===== config.mk =====
export PLATFORM = sky130hd
export DESIGN_NAME = coap_response_parser_top
export DESIGN_NICKNAME = d
export VERILOG_FILES = /design/src/rtl/core/crp_pkg.sv /design/src/rtl/core/coap_response_parser_top.sv
export SDC_FILE = /design/constraint.sdc
export NUM_CORES = 1
export LEC_CHECK = 0
export ABC_AREA = 1
export BUFFER_PORTS_ARGS = -buffer_cell sky130_fd_sc_hd__buf_2
export CAP_MARGIN = 5
export CORE_UTILIZATION = 50
export CTS_CLUSTER_SIZE = 10
export DETAILED_ROUTE_END_ITERATION = 8
export GPL_TIMING_DRIVEN = 0
export PLACE_DENSITY = 0.67
export SLEW_MARGIN = 0
export SYNTH_ARGS = -nofsm -noshare
export SYNTH_HDL_FRONTEND = slang
export SYNTH_SLANG_ARGS = --single-unit

===== constraint.sdc =====
create_clock -name clk -period 5 [get_ports clk]
set_clock_uncertainty 0.05 [all_clocks]
set_input_delay 0.5 -clock clk [delete_from_list [all_inputs] [get_ports clk]]
set_output_delay 0.5 -clock clk [all_outputs]
set_load 0.02 [all_outputs]

===== src/rtl/core/crp_pkg.sv =====
// Shared widths, status codes and protocol constants of the CoAP response parser.
package crp_pkg;

	localparam int unsigned MAX_FRAME_DEF = 2048;

	localparam int unsigned BYTE_W   = 8;
	localparam int unsigned LEN_W    = 12;
	localparam int unsigned STATUS_W = 3;
	localparam int unsigned OBL_W    = 17;

	// Frame status codes reported with the last word of a datagram.
	localparam logic [STATUS_W-1:0] ST_OK      = 3'd0;
	localparam logic [STATUS_W-1:0] ST_EMPTY   = 3'd1;
	localparam logic [STATUS_W-1:0] ST_SHORT   = 3'd2;
	localparam logic [STATUS_W-1:0] ST_VERSION = 3'd3;
	localparam logic [STATUS_W-1:0] ST_CODE    = 3'd4;

	// Protocol constants.
	localparam logic [BYTE_W-1:0] MARKER_BYTE  = 8'hFF;
	localparam logic [3:0]        NIB_EXT1     = 4'd13;
	localparam logic [3:0]        NIB_EXT2     = 4'd14;
	localparam logic [OBL_W-1:0]  EXT1_BASE    = 17'd13;
	localparam logic [OBL_W-1:0]  EXT2_BASE    = 17'd269;
	localparam logic [1:0]        HDR_VERSION  = 2'd1;
	localparam logic [2:0]        CLASS_OK     = 3'd2;

endpackage


===== src/rtl/core/coap_response_parser_top.sv =====
// CoAP response parser: walks header, token, options and emits payload bytes.
// A byte accepted into the input register moves on to the result register when that register can take a word.
// Throughput: one datagram byte per cycle while result words are taken.
// A waiting result word stalls the input once the input register holds a word.
// Reset (arst_n low) clears the pipeline valids and the parse state; no frame is open.
module coap_response_parser_top
	import crp_pkg::*;
#(
	parameter int unsigned MAX_FRAME = MAX_FRAME_DEF
) (
	input  logic                clk,
	input  logic                arst_n,
	input  logic                byte_valid,
	output logic                byte_ready,
	input  logic [BYTE_W-1:0]   data_byte,
	input  logic                frame_start,
	input  logic [LEN_W-1:0]    frame_length,
	output logic                result_valid,
	input  logic                result_ready,
	output logic [BYTE_W-1:0]   payload_byte,
	output logic                payload_valid,
	output logic                frame_done,
	output logic [STATUS_W-1:0] status
);

	localparam int unsigned LEN_MAX   = (1 << LEN_W) - 1;
	localparam int unsigned CLAMP_LEN = (MAX_FRAME > LEN_MAX) ? LEN_MAX : MAX_FRAME;

	typedef enum logic [2:0] {
		PH_HEADER,
		PH_OPT,
		PH_DEXT,
		PH_LEXT,
		PH_SKIP,
		PH_MARKER,
		PH_PAYLOAD,
		PH_DRAIN
	} phase_t;

	typedef struct packed {
		phase_t           phase;
		logic [1:0]       dext;
		logic [OBL_W-1:0] obl;
	} stage_t;

	// Option value: skip it, go to the next option, or give up when it does not fit.
	function automatic stage_t value_stage(input logic [OBL_W-1:0] opt_len,
		input logic [LEN_W-1:0] rem, input stage_t cur);
		stage_t r;
		r = cur;
		if (opt_len > OBL_W'(rem)) begin
			r.phase = PH_MARKER;
		end else if (opt_len == '0) begin
			r.phase = PH_OPT;
		end else begin
			r.obl   = opt_len;
			r.phase = PH_SKIP;
		end
		return r;
	endfunction

	// Option length nibble: extension bytes or the value directly.
	function automatic stage_t length_stage(input logic [3:0] nib,
		input logic [LEN_W-1:0] rem, input stage_t cur);
		stage_t r;
		r = cur;
		if (nib == NIB_EXT1) begin
			if (rem < LEN_W'(1)) begin
				r.phase = PH_MARKER;
			end else begin
				r.dext  = 2'd1;
				r.phase = PH_LEXT;
			end
		end else if (nib == NIB_EXT2) begin
			if (rem < LEN_W'(2)) begin
				r.phase = PH_MARKER;
			end else begin
				r.dext  = 2'd2;
				r.phase = PH_LEXT;
			end
		end else begin
			r = value_stage(OBL_W'(nib), rem, cur);
		end
		return r;
	endfunction

	// Input register.
	logic                valid_s1;
	logic [BYTE_W-1:0]   data_byte_s1;
	logic                frame_start_s1;
	logic [LEN_W-1:0]    frame_length_s1;

	// Parse state.
	phase_t              phase_q;
	logic [LEN_W-1:0]    pos_q;
	logic [LEN_W-1:0]    len_q;
	logic [3:0]          tok_q;
	logic [OBL_W-1:0]    obl_q;
	logic [1:0]          dext_q;
	logic [3:0]          nib_q;
	logic [BYTE_W-1:0]   hi_q;
	logic [STATUS_W-1:0] fstat_q;

	// Result register.
	logic                result_valid_q;
	logic [BYTE_W-1:0]   payload_byte_q;
	logic                payload_valid_q;
	logic                frame_done_q;
	logic [STATUS_W-1:0] status_q;

	logic                advance;
	logic                fire;

	// Next-state and result signals.
	logic                active;
	logic [LEN_W-1:0]    len_in;
	logic [LEN_W-1:0]    cur_len;
	logic [LEN_W-1:0]    cur_pos;
	logic [LEN_W-1:0]    rem;
	stage_t              st;
	logic [3:0]          tok_d;
	logic [3:0]          nib_d;
	logic [BYTE_W-1:0]   hi_d;
	logic [STATUS_W-1:0] fstat_d;
	logic [LEN_W-1:0]    pos_d;
	logic [LEN_W-1:0]    len_d;
	logic                emit;
	logic                last;
	logic                give_result;
	logic [BYTE_W-1:0]   b;

	// Handshake: the input stage moves whenever the result register can take a word.
	assign advance    = !result_valid_q || result_ready;
	assign byte_ready = !valid_s1 || advance;
	assign fire       = valid_s1 && advance;
	assign b          = data_byte_s1;

	// Per-byte parse step.
	always_comb begin
		if (frame_length_s1 == '0) begin
			len_in = LEN_W'(1);
		end else if (frame_length_s1 > LEN_W'(CLAMP_LEN)) begin
			len_in = LEN_W'(CLAMP_LEN);
		end else begin
			len_in = frame_length_s1;
		end

		if (frame_start_s1) begin
			cur_len   = len_in;
			cur_pos   = '0;
			st.phase  = PH_HEADER;
			st.dext   = '0;
			st.obl    = '0;
			tok_d     = '0;
			nib_d     = '0;
			hi_d      = '0;
			fstat_d   = ST_OK;
		end else begin
			cur_len   = len_q;
			cur_pos   = pos_q;
			st.phase  = phase_q;
			st.dext   = dext_q;
			st.obl    = obl_q;
			tok_d     = tok_q;
			nib_d     = nib_q;
			hi_d      = hi_q;
			fstat_d   = fstat_q;
		end
		active = frame_start_s1 || (len_q != '0);
		rem    = cur_len - LEN_W'(1) - cur_pos;
		emit   = 1'b0;

		unique case (st.phase)
			PH_HEADER: begin
				if (cur_pos == LEN_W'(0)) begin
					if (cur_len < LEN_W'(4)) begin
						fstat_d  = ST_SHORT;
						st.phase = PH_DRAIN;
					end else if (b[7:6] != HDR_VERSION) begin
						fstat_d  = ST_VERSION;
						st.phase = PH_DRAIN;
					end else begin
						tok_d = b[3:0];
					end
				end else if (cur_pos == LEN_W'(1)) begin
					if (b[7:5] != CLASS_OK) begin
						fstat_d  = (b == '0) ? ST_EMPTY : ST_CODE;
						st.phase = PH_DRAIN;
					end
				end else if (cur_pos == LEN_W'(3)) begin
					if (tok_d != '0 && LEN_W'(tok_d) <= rem) begin
						st.obl   = OBL_W'(tok_d);
						st.phase = PH_SKIP;
					end else begin
						st.phase = PH_OPT;
					end
				end
			end
			PH_OPT: begin
				if (b == MARKER_BYTE) begin
					st.phase = PH_PAYLOAD;
				end else begin
					nib_d = b[3:0];
					if (b[7:4] == NIB_EXT1) begin
						if (rem < LEN_W'(1)) begin
							st.phase = PH_MARKER;
						end else begin
							st.dext  = 2'd1;
							st.phase = PH_DEXT;
						end
					end else if (b[7:4] == NIB_EXT2) begin
						if (rem < LEN_W'(2)) begin
							st.phase = PH_MARKER;
						end else begin
							st.dext  = 2'd2;
							st.phase = PH_DEXT;
						end
					end else begin
						st = length_stage(b[3:0], rem, st);
					end
				end
			end
			PH_DEXT: begin
				st.dext = st.dext - 2'd1;
				if (st.dext == 2'd0) begin
					st = length_stage(nib_d, rem, st);
				end
			end
			PH_LEXT: begin
				if (nib_d == NIB_EXT2 && st.dext == 2'd2) begin
					hi_d    = b;
					st.dext = 2'd1;
				end else begin
					st.dext = 2'd0;
					if (nib_d == NIB_EXT2) begin
						st = value_stage(EXT2_BASE + OBL_W'({hi_d, b}), rem, st);
					end else begin
						st = value_stage(EXT1_BASE + OBL_W'(b), rem, st);
					end
				end
			end
			PH_SKIP: begin
				st.obl = st.obl - OBL_W'(1);
				if (st.obl == '0) begin
					st.phase = PH_OPT;
				end
			end
			PH_MARKER: begin
				st.phase = PH_PAYLOAD;
				emit     = (b != MARKER_BYTE);
			end
			PH_PAYLOAD: begin
				emit = 1'b1;
			end
			PH_DRAIN: begin
				emit = 1'b0;
			end
			default: begin
				emit = 1'b0;
			end
		endcase

		last        = (rem == '0);
		give_result = active && (emit || last);
		if (last) begin
			len_d = '0;
			pos_d = '0;
		end else begin
			len_d = cur_len;
			pos_d = cur_pos + LEN_W'(1);
		end
	end

	// Pipeline, parse state and result registers.
	always_ff @(posedge clk or negedge arst_n) begin
		if (!arst_n) begin
			valid_s1       <= 1'b0;
			result_valid_q <= 1'b0;
			phase_q        <= PH_HEADER;
			pos_q          <= '0;
			len_q          <= '0;
			tok_q          <= '0;
			obl_q          <= '0;
			dext_q         <= '0;
			nib_q          <= '0;
			hi_q           <= '0;
			fstat_q        <= ST_OK;
		end else begin
			if (byte_ready) begin
				valid_s1 <= byte_valid;
			end
			if (advance) begin
				result_valid_q <= fire && give_result;
			end
			if (fire && active) begin
				phase_q <= st.phase;
				pos_q   <= pos_d;
				len_q   <= len_d;
				tok_q   <= tok_d;
				obl_q   <= st.obl;
				dext_q  <= st.dext;
				nib_q   <= nib_d;
				hi_q    <= hi_d;
				fstat_q <= fstat_d;
			end
		end
	end

	// Payload registers without reset.
	always_ff @(posedge clk) begin
		if (byte_ready && byte_valid) begin
			data_byte_s1    <= data_byte;
			frame_start_s1  <= frame_start;
			frame_length_s1 <= frame_length;
		end
		if (fire && give_result) begin
			payload_byte_q  <= emit ? b : '0;
			payload_valid_q <= emit;
			frame_done_q    <= last;
			status_q        <= last ? fstat_d : ST_OK;
		end
	end

	assign result_valid  = result_valid_q;
	assign payload_byte  = payload_byte_q;
	assign payload_valid = payload_valid_q;
	assign frame_done    = frame_done_q;
	assign status        = status_q;

endmodule


==> key figures, run 1 <==
Cells and area
  • Finished Cell Area: 9763 sq um
  • Layout cell share with drive strength beyond 1: 0.1417
  • Util after Layout: 0.5805
  • Most common cell after layout, fill and taps aside: nand2_1
  • Highest-count cells in the layout ignoring fill and taps: nand2_1, inv_1, nor2_1, nand3_1, a21oi_1
  • Nets: ~1400
  • P&R area growth vs syn: 11.82%

Synthesis
  • Synthesized cell area: ~8700 sq um
  • Netlist cell types: 57
  • Avg Inst Size Synth: 6.848 sq um
  • FFs w/ async S/R, synth: 0.6634
  • Post-synth net total: 1348
  • Ys Warns: 0
  • Seq/Total Area, Yosys: 0.3090
  • Post-Syn Instances: 1275
  • Yosys reg bits: ~100
  • Dominant synthesized flop cell: dfrtp_1
  • Post-synth EDFFs: 34

Timing
  • Tmin final: 4.792 ns
  • Slew Limit Fails: 0
  • Fin worst setup slack: approximately 0.21 ns
  • Fmax: 208.7 MHz
  • Worst-margin pin slew: 1.073 ns
  • Final period utilization: 0.9584
  • Slew HR: 0.2849
  • # setup viols final: 0
  • Hold Fails Final Rpt: 0
  • Setup TNS Final: 0 ns

Global routing
  • Grt total ovfl: 0
  • Largest net degree at the start of global routing: 44
  • Vias in the first global route: 7862
  • GRT Total Usage: 0.3246
  • Initial antenna violation count: 1
  • First-pass GRT wire length: 43900 um

Critical path
  • Crit path top cell by count: nand3_1
  • Worst EP required: 5.19 ns
  • Worst reg2reg path depth: 29
  • Reg2Reg Setup Slack: 0.21 ns
  • Critical R2R Launch: frame_start_s1
  • Crit-path max cell delay: 0.37 ns
  • FF-to-FF End: obl_q[2]
  • CP max-delay cell: edfxtp_1
  • Worst setup EP type: register
  • Worst Setup Path Type: register to register
  • CP startpoint kind: register
  • Crit-path max FO: 10
  • CP arrival: 4.99 ns

Drt
  • Drt wl/cell: 18.28 um
  • DRT iter0 DRCs: 761
  • Routed vias/inst: 5.645
  • Pre-Repair DR Iteration Count: 6
  • Drt total wl: 28570 um
  • Post-route DRC: 0
  • Antenna viol nets, final: 0
  • Via Count: 8823

Floorplanning
  • Die ar.: 17990 sq um
  • Core Footprint: approximately 17000 sq um
  • I/O pin count: 40
  • Initial Util: 0.5191
  • Die Wd: around 130 um
  • Row count: 47
  • Die Ht: 134.1 um

Clocking
  • CTS Root Cell: clkbuf_16
  • Clk_lat worst skew: 0.36 ns
  • Clock Path Buffers: 2
  • # clock sinks: 101
  • CTS buffer count: 9
  • CTS tree: yes
  • CTS clk-pin slew, worst paths: 0.08 ns
  • CTS H-tree lvls: 3

Placed design
  • DP Worst Slack: -0.6616 ns
  • Final GP Congestion: 1.018
  • DP HPWL: around 22000 um
  • Placed inst area: 9231 sq um
  • PortBufs: 39

Power and ir drop
  • Total power: 4.735 mW
  • Total power per unit cell area: 485.0 nW/um^2
  • Peak VDD IR: 0.2884 mV
  • Leakage: 4.784 nW

Job
  • Maximum capacitance violations: 0

Hold path
  • Hold WC Path Type: input port to asynchronous set/reset pin

Run status
  • Status: finished, final reports clean
-- through the flow --
step / cells / hold WS, ns
after CTS: 1552 / 0.02929
after detailed placement: 1535 / 0.4034
after global routing: 1561 / 0.03334
after floorplan: 1275 / 0.1544
after global placement: 1534 / 0.4125
final: 1563 / 0.01242
-- critical path, delay by kind of cell (launching register included) --
kind | cells | cell delay [ns]
and+or+nand+nor | 16 | 2.14
buffers and inverters | 8 | 1.12
adders and majority gates | 2 | 0.60
AOI/OAI and AO/OA | 3 | 0.37
DFF | 1 | 0.37
-- report_power, final --
group / total [mW] / internal (mW) / switching, mW
Sequential: 1.21 / 1.07 / 0.131
Combinational: 2.79 / 0.903 / 1.88
Clock: 0.744 / 0.393 / 0.351
-- cells in the mapped netlist, types with 13 or more instances --
cell type	count	area, sq um
nand2_2	15	93.84
o22ai_1	19	118.9
nand3_1	114	570.6
nor2_4	13	146.4
edfxtp_1	34	1021
o21ai_0	50	250.2
a21oi_1	75	375.4
nand4_1	18	112.6
dfrtp_1	67	1677
inv_2	22	82.58
nand2_1	302	1134
ha_1	47	588.1
xor2_1	26	227.7
o21ai_1	13	65.06
nor3_1	13	65.06
inv_1	176	660.6
nor2_1	148	555.5
-- flip-flops by register name, indices dropped and copies added (netlist names), 4 cells and up --
signal           flops
payload_byte         8
nib_q                4
pos_q               12
len_q               12
b                    8
tok_q                4
frame_length_s1     12
obl_q               17
hi_q                 8
-- logic make-up (layout without fill, tap and decap cells) --
logic type / Yosys count / count (layout) / synth area share
adder cells (fa/ha/maj): 48 / 48 / 0.06965
AND/OR/NAND/NOR: 675 / 676 / 0.3588
other: 0 / 2 / 0
AO/OA/AOI/OAI: 191 / 191 / 0.1232
flip-flops: 101 / 101 / 0.3090
buffers and inverters: 228 / 293 / 0.1063
XOR/XNOR: 32 / 32 / 0.03296
-- routing by layer --
layer / vias to the layer above / part of all wire / track usage
li1: 4295 / - / -
met1: 4090 / 0.44 / 0.4350
met2: 380 / 0.46 / 0.5285
met3: 58 / 0.072 / 0.04989
met4: 0 / 0.033 / 0.1236
met5: - / 0 / 0
-- cell type report --
| cell class | count | area [sq um] |
|---|---|---|
| repair inverters | 1 | 5.005 |
| fillers | 1628 | 7056 |
| repair buffers | 49 | 292.8 |
| clock buffers | 11 | 264.0 |
| flip-flops and latches | 101 | 2698 |
| clock inverters | 5 | 46.29 |
| plain buffers | 27 | 183.9 |
| well taps | 220 | 275.3 |
| diodes | 2 | 5.005 |
| multi-input cells | 947 | 5235 |
| inverters | 200 | 758.2 |
-- worst max path at each step --
stage	startpoint	endpoint	slack, ns	depth (start not counted)
after detailed placement	frame_start_s1	obl_q[8]	-0.66	28
final	frame_start_s1	obl_q[2]	0.21	29
after global routing	frame_length_s1[7]	obl_q[8]	-0.05	30
after global placement	frame_start_s1	phase_q[0]	-0.69	30
after CTS	frame_start_s1	obl_q[2]	0.02	29
after floorplan	frame_start_s1	obl_q[8]	0.78	28
-- repair_timing --
item,in CTS,in global routing
buffers inserted,1,8
cloned,0,2
setup endpoints to repair,31,42
resized for setup,13,22
pin swaps,1,9
hold buffers,0,0
Note: power is estimated with default switching activity, not from simulation.
==> inputs of run 2 (changes only) <==
ABC_AREA = unset   (was 1)
HOLD_SLACK_MARGIN = 0.15   (was unset)
PLACE_DENSITY = unset   (was 0.67)
PLACE_DENSITY_LB_ADDON = 0.2   (was unset)
==> run 2 against run 1 <==
  * The flow now finishes with violations (setup timing)
  * Non-clock buffer count is 55 higher
  * Cell count shrank 20%
  * Critical path depth is 2 lower
  * Total power shrank 1.4%
  * Wire length decreased by 4.9%
  * Utilization up 4.5 points
  * Register-to-register slack lost 0.98 ns
  * Synthesized area decreased by 8.3%
  * Setup slack worse by 0.98 ns
  * Via count shrank 7.9%
  * Sequential cell count is the same
  * Final area is 1.2% lower
==> key figures, run 2 <==
Synthesis
  • Most common cell in the netlist: nand2_1
  • Netlist cell types: 94
  • Yosys top cell area share: 0.2095
  • Ys Warns: 0
  • Seq/Total Area, Yosys: 0.3371
  • FFs w/ async S/R, synth: 0.6634
  • Synthesized cell area: 8003 sq um
  • Synth top area cells: dfrtp_1, edfxtp_1, ha_1
  • Synth cell count leaders: nand2_1, nor2_1, dfrtp_1
  • Dominant synthesized flop cell: dfrtp_1
  • Post-synth net total: ~1000
  • Avg Inst Size Synth: 8.568 sq um
  • Synth area leader: dfrtp_1
  • Post-synthesis compound-gate area fraction: 0.2558
  • Simple-gate share of the synthesized area: 0.2433
  • Post-synth EDFFs: 34
  • XOR/XNOR share of the synthesized area: 0.03377
  • Largest family of logic cells by synthesized area: compound AO/OA/AOI/OAI gates
  • Post-synthesis adder-cell area fraction: 0.07724
  • Post-Syn Instances: 934
  • Mux contribution to synthesized area: 0.02142
  • Yosys reg bits: 101

Critical path
  • CP arrival: between 5 and 6 ns
  • Crit-path max cell delay: 0.46 ns
  • Worst setup EP type: register
  • Worst Setup Path Type: register to register
  • CP startpoint: frame_start_s1
  • Critical R2R Launch: frame_start_s1
  • CP bufs+invs: 7
  • Family with the most delay on the worst path: compound AO/OA/AOI/OAI gates
  • CP max-delay cell: edfxtp_1
  • Crit-path max FO: 10
  • Levels on crit path: 27
  • CP startpoint kind: register
  • Worst reg2reg path depth: 27
  • Worst EP required: 5.20 ns

Cells and area
  • Layout cell share with drive strength beyond 1: 0.1987
  • Highest-count cells in the layout ignoring fill and taps: nand2_1, nor2_1, dfrtp_1, o21ai_0, buf_4
  • Fillers: 1406
  • Largest register FFs: 17
  • Antenna cell count: 0
  • Reg with most FFs: obl_q
  • Most common cell after layout, fill and taps aside: nand2_1
  • P&R area growth vs syn: 20.53%
  • Nets: 1110

Global routing
  • GRT Total Usage: 0.3359
  • Largest net degree at the start of global routing: between 50 and 60
  • Grt total ovfl: 0
  • Met3 Use GR: 0.06403
  • Vias in the first global route: roughly 7500
  • First-pass GRT wire length: 41480 um
  • Met2 GRT Util: 0.5170
  • Global-route met1 utilization: 0.4351
  • GR peak layer: met2
  • Initial antenna violation count: 0

Job
  • Maximum capacitance violations: 0

Drt
  • Post-route DRC: 0
  • Pre-Repair DR Iteration Count: 6
  • Antenna viol nets, final: 0
  • Drt wl/cell: ~22 um
  • Routed vias/inst: 6.486
  • Via Count: 8127
  • Drt total wl: 27160 um
  • DRT iter0 DRCs: 998

Timing
  • Worst-margin pin slew: approximately 1.1 ns
  • Hold Slack: 0.2583 ns
  • Slew Limit Fails: 0
  • Fmax: 173.4 MHz
  • # setup viols final: 34
  • Hold Fails Final Rpt: 0
  • Setup TNS Final: -13.37 ns
  • Slew HR: 0.2578
  • Tmin final: 5.768 ns
  • RSZ-0062 raised after global routing: true
  • Final period utilization: 1.154
  • Fin worst setup slack: -0.7677 ns

Placed design
  • PortBufs: 39
  • DP HPWL: 19360 um
  • Final GP Congestion: 1.100

Clocking
  • CTS Root Cell: clkbuf_16
  • # clock sinks: between 100 and 150
  • CTS tree: yes
  • Clock Path Buffers: 2
  • CTS buffer count: 9
  • CTS H-tree lvls: 3
  • Clk_lat worst skew: between 0.3 and 0.4 ns
  • CTS clk-pin slew, worst paths: approximately 0.080 ns

Floorplanning
  • Die Wd: 128.5 um
  • Row count: between 40 and 50
  • Initial Util: 0.5187
  • Core Footprint: 15430 sq um
  • Die ar.: 16510 sq um
  • I/O pin count: 40
  • Die Ht: 128.5 um

Hold path
  • Hold Startpoint: data_byte[1]
  • Hold Path Depth: 1
  • Hold WC Path Type: input port to register

Power and ir drop
  • Total power: 4.669 mW
  • Leakage: 4.048 nW
  • Peak VDD IR: 0.3158 mV
  • Total power per unit cell area: 484.1 nW/um^2

Run status
  • Status: complete, but fails checks
  • Failing checks: setup timing
[run 2: kinds of logic after synthesis]
family,Yosys count
muxes,14
xor gates and xnor gates,30
adders and majority gates,49
DFF,101
buffers and inverters,65
and+or+nand+nor,394
AOI/OAI and AO/OA,281
[run 2: routing by layer]
layer  routed length (um)  vias to the layer above  part of all wire
met5                    0                        -                 0
met4                 1607                        0             0.059
li1                     -                     3731                 -
met2                11930                      452              0.44
met3                 2609                      106             0.096
met1                11020                     3838              0.41
[run 2: power breakdown]
part           switching [mW]  leakage (nW)  total, mW  internal [mW]
combinational            1.62          2.69       2.78           1.16
sequential              0.168          1.22       1.20           1.03
clock                   0.344         0.132      0.691          0.347
total                    2.13          4.05       4.67           2.53
[run 2: through the flow]
step	area, sq um	utilization	instances	worst slack [ns]
finish	9646	0.6252	1253	-0.7677
global placement	8511	0.5517	1184	-2.147
floorplan	8051	-	934	-0.4823
global route	9646	0.6252	1253	-0.8989
detailed placement	8541	0.5536	1185	-2.177
CTS	9405	0.6097	1239	-0.6262
[run 2: cell type report]
type                       instances  area, sq um  share of cell area
multi-input combinational        769         5356              0.5553
sequential                       101         2698              0.2797
timing repair buffer              91        650.6             0.06745
buffer                            40        285.3             0.02958
tap                              211        264.0             0.02737
clock buffer                      10        229.0             0.02374
inverter                          25        105.1             0.01090
clock inverter                     6        57.56            0.005967
[run 2: worst paths after layout]
check,end,slack [ns]
hold reg to reg,fstat_q[0],0.43
min in group asynchronous,nib_q[3],0.46
setup reg to reg,obl_q[10],-0.77
setup / recovery,obl_q[10],-0.77
max in group asynchronous,phase_q[2],3.88
hold / removal,b[1],0.26
[run 2: worst register-to-register path, cell delays in order, from the launching register on]
cell	delay (ns)
edfxtp_1	0.46
clkbuf_8	0.20
clkinvlp_4	0.11
buf_8	0.17
clkbuf_16	0.18
clkbuf_16	0.19
clkbuf_16	0.18
nand2_1	0.08
o21ai_2	0.06
ha_1	0.19
inv_1	0.09
fa_2	0.29
nor2b_4	0.06
or2_4	0.24
a221oi_4	0.30
o21ai_2	0.10
a21oi_2	0.14
xor2_1	0.23
ha_1	0.28
a21o_1	0.16
a21o_1	0.18
or4_4	0.46
a22oi_2	0.31
a21oi_1	0.13
o21ai_2	0.10
and4bb_4	0.33
o21ai_4	0.11
a22o_1	0.26
[run 2: what timing repair did]
action,CTS,global route
setup buffers,36,16
gates cloned,1,0
gates resized for setup,59,36
pin swaps,28,29
endpoints found under the setup margin,64,62
hold buffers,1,0
hold endpoints to repair,9,0
